<file path="src/rtl/tdei_pkg.sv">
// Package with shared types and constants for the table-driven error injector.
package tdei_pkg;

	localparam int TABLE_DEPTH = 1024;
	localparam int VALUE_WIDTH = 16;
	localparam int LEN_W = 11;
	localparam int WOFF_W = 15;
	localparam int RAND_W = 31;
	localparam int CNT_W = 16;
	localparam int CFG_IDX_W = 1;
	localparam int CFG_DATA_W = 15;

	localparam logic [CFG_IDX_W-1:0] REG_TABLE_LENGTH = 1'd0;
	localparam logic [CFG_IDX_W-1:0] REG_WINDOW_OFFSET = 1'd1;

	localparam logic CMD_WRITE = 1'b0;
	localparam logic CMD_APPLY = 1'b1;

	typedef struct packed {
		logic                        cmd;
		logic [9:0]                  row_index;
		logic signed [VALUE_WIDTH-1:0] row_key;
		logic [15:0]                 row_count;
		logic signed [VALUE_WIDTH-1:0] row_error;
		logic signed [VALUE_WIDTH-1:0] sample_value;
		logic [30:0]                 random_draw;
	} in_item_t;

	typedef struct packed {
		logic signed [VALUE_WIDTH-1:0] result_value;
		logic                          error_flag;
	} out_item_t;

	typedef enum logic [3:0] {
		ST_IDLE,
		ST_SCAN_RD,
		ST_SCAN,
		ST_UPPER_RD,
		ST_MOD,
		ST_WALK_RD,
		ST_WALK,
		ST_DONE
	} state_t;

	// Commands from the controller to the datapath.
	typedef struct packed {
		logic load;
		logic write_row;
		logic scan_rd;
		logic scan_eval;
		logic upper_rd;
		logic mod_start;
		logic walk_init;
		logic walk_rd;
		logic walk_eval;
		logic finish_pass;
		logic finish_err;
	} dp_cmd_t;

	// Status from the datapath to the controller.
	typedef struct packed {
		logic scan_last;
		logic stop_hit;
		logic upper_zero;
		logic mod_done;
		logic walk_empty;
	} dp_sts_t;

endpackage

</file>
<file path="src/rtl/tdei_ctrl.sv">
// Controller state machine for the error injector.
module tdei_ctrl (
	input  logic               clk,
	input  logic               arst_n,
	input  logic               start,
	input  logic               cmd,
	input  tdei_pkg::dp_sts_t  sts,
	output tdei_pkg::dp_cmd_t  ctl,
	output logic               busy,
	output logic               done
);

	tdei_pkg::state_t state_q, state_d;

	always_ff @(posedge clk or negedge arst_n) begin
		if (!arst_n) begin
			state_q <= tdei_pkg::ST_IDLE;
		end else begin
			state_q <= state_d;
		end
	end

	always_comb begin
		state_d = state_q;
		ctl = '0;
		busy = 1'b1;
		done = 1'b0;
		case (state_q)
			tdei_pkg::ST_IDLE: begin
				busy = 1'b0;
				if (start) begin
					if (cmd == tdei_pkg::CMD_WRITE) begin
						ctl.write_row = 1'b1;
					end else begin
						ctl.load = 1'b1;
						state_d = tdei_pkg::ST_SCAN_RD;
					end
				end
			end
			tdei_pkg::ST_SCAN_RD: begin
				if (sts.scan_last) begin
					ctl.upper_rd = 1'b1;
					state_d = tdei_pkg::ST_UPPER_RD;
				end else begin
					ctl.scan_rd = 1'b1;
					state_d = tdei_pkg::ST_SCAN;
				end
			end
			tdei_pkg::ST_SCAN: begin
				ctl.scan_eval = 1'b1;
				if (sts.stop_hit) begin
					ctl.upper_rd = 1'b1;
					state_d = tdei_pkg::ST_UPPER_RD;
				end else begin
					state_d = tdei_pkg::ST_SCAN_RD;
				end
			end
			tdei_pkg::ST_UPPER_RD: begin
				if (sts.upper_zero) begin
					ctl.finish_pass = 1'b1;
					state_d = tdei_pkg::ST_DONE;
				end else begin
					ctl.mod_start = 1'b1;
					state_d = tdei_pkg::ST_MOD;
				end
			end
			tdei_pkg::ST_MOD: begin
				if (sts.mod_done) begin
					ctl.walk_init = 1'b1;
					state_d = tdei_pkg::ST_WALK_RD;
				end
			end
			tdei_pkg::ST_WALK_RD: begin
				if (sts.walk_empty) begin
					ctl.finish_err = 1'b1;
					state_d = tdei_pkg::ST_DONE;
				end else begin
					ctl.walk_rd = 1'b1;
					state_d = tdei_pkg::ST_WALK;
				end
			end
			tdei_pkg::ST_WALK: begin
				ctl.walk_eval = 1'b1;
				state_d = tdei_pkg::ST_WALK_RD;
			end
			tdei_pkg::ST_DONE: begin
				done = 1'b1;
				state_d = tdei_pkg::ST_IDLE;
			end
			default: begin
				state_d = tdei_pkg::ST_IDLE;
			end
		endcase
	end

endmodule

</file>
<file path="config.mk">
export PLATFORM = sky130hd
export DESIGN_NAME = tdei_ctrl
export DESIGN_NICKNAME = d
export VERILOG_FILES = /design/src/rtl/tdei_pkg.sv /design/src/rtl/tdei_ctrl.sv
export SDC_FILE = /design/constraint.sdc
export NUM_CORES = 1
export LEC_CHECK = 0
export ABC_CLOCK_PERIOD_IN_PS = 1200
export BUFFER_PORTS_ARGS = -buffer_cell sky130_fd_sc_hd__clkbuf_2
export CAP_MARGIN = 10
export CORE_AREA = 4 4 41 43
export CTS_BUF_LIST = sky130_fd_sc_hd__clkbuf_4 sky130_fd_sc_hd__clkbuf_8
export DETAILED_ROUTE_END_ITERATION = 7
export DIE_AREA = 0 0 45 47
export PLACE_DENSITY = 0.46
export SYNTH_ARGS = -nofsm -noshare
export SYNTH_HDL_FRONTEND = slang
export SYNTH_SLANG_ARGS = --single-unit
</file>
<file path="constraint.sdc">
create_clock -name clk -period 1.2 [get_ports clk]
set_input_delay 0.12 -clock clk [delete_from_list [all_inputs] [get_ports clk]]
set_output_delay 0.12 -clock clk [all_outputs]
set_load 0.05 [all_outputs]
</file>
# [After elaboration in Yosys (flattened, before gate mapping)]
# Index checks and enable logic that the tools add are counted.
[classes] n_reduce_logical=2 addsub=0 n_mux=31 multipliers=0 n_bitwise=0 n_shift=0 div=0 eq_ne=10 magnitude_cmp=0
[op_table] cell="$pmux W4 S7" count=1
[op_table] cell="$mux W1" count=22
[op_table] cell="$eq A4 B3 Y1 const B" count=4
[op_table] cell="$mux W4" count=3
[op_table] cell="$eq A4 B2 Y1 const B" count=2
[op_table] cell="$mux W2" count=4
[op_table] cell="$ne A2 B2 Y1 const B" count=3
[op_table] cell="$eq A4 B1 Y1 const B" count=1
[op_table] cell="$logic_not A4 Y1" count=1
[op_table] cell="$reduce_and A3 Y1" count=1
[op_table] cell="$pmux W1 S2" count=1
[word_totals] regBits=4 wordCells=44 latchBits=0 ram_bits=0 in_bits=9 mem_count=0 rom_bits=0

# [Longest topological paths before layout]
[depth] ltp_word=3 ltp_mapped=4 mapped_depth_nobuf=3

# [Worst setup path after synthesis]
# OpenSTA, ideal clock, no wires.
[synth_timing] path_kind="register to output" startpoint="reg state_q[1]" endpoint="out ctl[8] in the netlist's numbering" stages_incl_launch_ff=4 t_required_ns=1.080 n_path_buf=1 setup_slack_ns=-0.747 arrival_time_ns=1.827 path_cell_list="dfrtp_1 buf_6 nor2b_2 nor3b_1"
[synth_lines] item="start: declaration" line_no="tdei_ctrl.sv:13" text="tdei_pkg::state_t state_q, state_d;"
[synth_lines] item="start signal: assignment" line_no="tdei_ctrl.sv:17" text="state_q <= tdei_pkg::ST_IDLE;"
[synth_lines] item="start signal: assignment" line_no="tdei_ctrl.sv:19" text="state_q <= state_d;"
[synth_lines] item="end: declaration" line_no="tdei_ctrl.sv:8" text="output tdei_pkg::dp_cmd_t ctl,"

==> run_results.csv <==
group,metric,value,unit
layout,layout.nets,80,
layout,utilization,58.3,%
worst_setup_path,critPathTopFamily,"flip-flops",
grt,grtUsageTotal,11.4,%
route,wl_per_cell,12.0,um
worst_setup_path,cpPeakStageDelay,0.46,ns
worst_setup_path,cp_max_fo,7,
layout,final_common_cell,"buf_8",
floorplanning,die_h,47,um
power_and_ir_drop,power_frac_clock,9.4,%
place,io_buffers,21,
synthesis,synth_area,299,sq um
floorplanning,die-area,0.00212,sq mm
power_and_ir_drop,power_frac_seq,13.7,%
sta,setup_viol,15,
power_and_ir_drop,power_switching,1.09,mW
layout,final_cells,85,
sta,rsz0062_at_grt,"yes",
power_and_ir_drop,leakage,0.347,nW
floorplanning,core,0.00130,sq mm
run_status,violations,"setup timing",
layout,fillers,119,
synthesis,postSynthAreaPerCell,7.67,sq um
layout,top_regs,"state_q (3)",
worst_setup_path,crit_path_end_kind,"primary output",
power_and_ir_drop,p_int,1.06,mW
layout,drive_gt1_share,78.6,%
layout,largest_register_ffs,3,
power_and_ir_drop,power_density,2840,mW/mm^2
route,drtPass1Iterations,4,
worst_setup_path,worstPathArrival,1.30,ns
synthesis,ys_seq_elements,3,
grt,grt_pass1_vias,406,
layout,top_register,"state_q",
layout,final_cell_mix,"buf_8 (9), clkbuf_2 (8), buf_4 (7)",
place,dp_slack,-0.124,ns
worst_setup_path,worstSetupPathType,"flip-flop to primary output",
route,routed_wl,1020,um
synthesis,ys_types,20,
floorplanning,fp.dieW,45,um
sta,holdWs,0.161,ns
sta,max_freq,0.703,GHz
route,via_count,398,
synthesis,seq_area_frac_synth,25.1,%
sta,layout_min_cycle_time,1.42,ns
power_and_ir_drop,p_sw_share,50.5,%
grt,grt_max_degree,10,
sta,period_share,119,%
layout,design_area,758,sq um
worst_setup_path,cpMaxStageDelayCell,"dfrtp_2",
route,vias_per_cell,4.68,
run_status,status,"complete, but fails checks",
grt,grt_pass1_wl,1640,um
worst_setup_path,cp-start-kind,"flip-flop",
clocking,clk_latency,0.23,ns
route,drt-initial-drc-count,5,
route,antenna_left,0,
sta,slew_viol_final,0,
route,post-route-drc-count,0,
sta,tightestPinTransition,0.201,ns
clocking,cts_root_buf,"clkbuf_4",
synthesis,synthTopCellsByArea,"dfrtp_1 (25%), nand2_1 (11%), nor3b_1 (7.5%), and3_1 (6.3%), a221oi_2 (5.0%)",
power_and_ir_drop,p_total,2.15,mW
layout,area_growth,154,%
place,dp_cells,78,
place,dp_hpwl,693,um
place,dpl-instance-area,548,sq um
sta,final-hold-violation-count,0,
floorplanning,io_pins,22,
floorplanning,num_rows,13,
synthesis,yosysWarnings,0,
flow_run,drv_cap,0,
synthesis,syn-num-nets,48,
clocking,tritoncts,"built",
worst_setup_path,path_cells,"nand3b_1 > a21oi_4 > buf_8",
sta,relSlewSlack,86.6,%
worst_setup_path,cp.required,1.08,ns
clocking,clock_sinks,3,
clocking,cts-buffers-inserted,3,
synthesis,yosysTopAreaCell,"dfrtp_1",
sta,tns,-2.32,ns
power_and_ir_drop,comb_power_share,76.9,%
clocking,cts_buffer_depth,2,
sta,worst_slack,-0.223,ns
grt,grt_antenna_before_repair,0,
floorplanning,start_util,23.0,%
place,place.gp.congestion,0.672,
clocking,clk_pin_slew,0.04,ns
layout,n_antenna_cell,0,
synthesis,yosysTopAreaCellShare,25.1,%
sta,fin_skew,0.00127,ns
worst_setup_path,crit_buf_inv,1,
clocking,cts.htree.levels,1,
grt,grt_overflow,0,
synthesis,synthCells,39,
power_and_ir_drop,ir_worst_vdd,1270,uV
min_path,hold_path.class,"input port to flip-flop",
==> worst min-delay path, delay by kind of cell <==
kind,cells,cell delay (ns)
buf+inv,1,0.10
compound gates,1,0.05
simple gates,1,0.09
==> path summary, 6_finish.rpt <==
kind	end	slack (ns)	start	cells after the start
worst max-delay path	ctl[6]	-0.22	state_q[0]$_DFFE_PN0P_	3
worst min-delay path	state_q[0]$_DFFE_PN0P_	0.16	start	3
worst max register to register	state_q[0]$_DFFE_PN0P_	-0.10	state_q[1]$_DFFE_PN0P_	4
worst min register to register	state_q[0]$_DFFE_PN0P_	0.71	state_q[0]$_DFFE_PN0P_	2
max in group asynchronous	state_q[2]$_DFFE_PN0P_	0.86	arst_n	2
min in group asynchronous	state_q[0]$_DFFE_PN0P_	0.21	arst_n	2
==> synthesized netlist by cell type, drive strengths merged <==
master,count
nor2,3
mux2i,1
nand3b,2
inv,1
or2,1
or3,1
xnor2,1
dfrtp,3
buf,3
and3,3
a21oi,2
nor3,3
o211a,1
nor2b,1
nor3b,3
a221oi,1
nand2,9
==> area by class of cell <==
type	count	area, sq um	share of cell area [%]
multi-input cells	32	312	41.1
well taps	15	18.8	2.48
inverters	1	3.75	0.495
clock buffers	4	30.0	3.96
flip-flops and latches	3	78.8	10.4
repair buffers	30	315	41.6
==> layer usage <==
metal / part of all wire, % / track usage (%)
met1: 36 / 10.3
met4: 2.5 / 12.3
met3: 7.3 / 3.07
met2: 54 / 19.8
met5: 0 / 0
==> cell families after synthesis <==
kind of cell              count (synthesis)  share of synthesized area (%)
xor gates and xnor gates                  1                           2.93
and+or+nand+nor                          26                           47.7
DFF                                       3                           25.1
AOI/OAI and AO/OA                         4                           11.7
muxes                                     1                           3.35
buffers and inverters                     4                           9.20
==> power by group through the flow <==
stage | logic [mW] | clock network (mW) | registers, mW
after floorplan | 1.19 | 0 | 0.217
after global placement | 1.35 | 0 | 0.259
after detailed placement | 1.35 | 0 | 0.265
after CTS | 1.61 | 0.211 | 0.293
after global routing | 1.74 | 0.218 | 0.307
final | 1.65 | 0.202 | 0.295
==> what timing repair did <==
item,4_1_cts,5_1_grt
endpoints found under the hold margin,3,0
hold buffers,1,0
setup buffers,2,0
setup endpoints to repair,14,15
resized for setup,34,9
pin swaps,1,2
No activity file was read; power rests on OpenSTA's default activity.
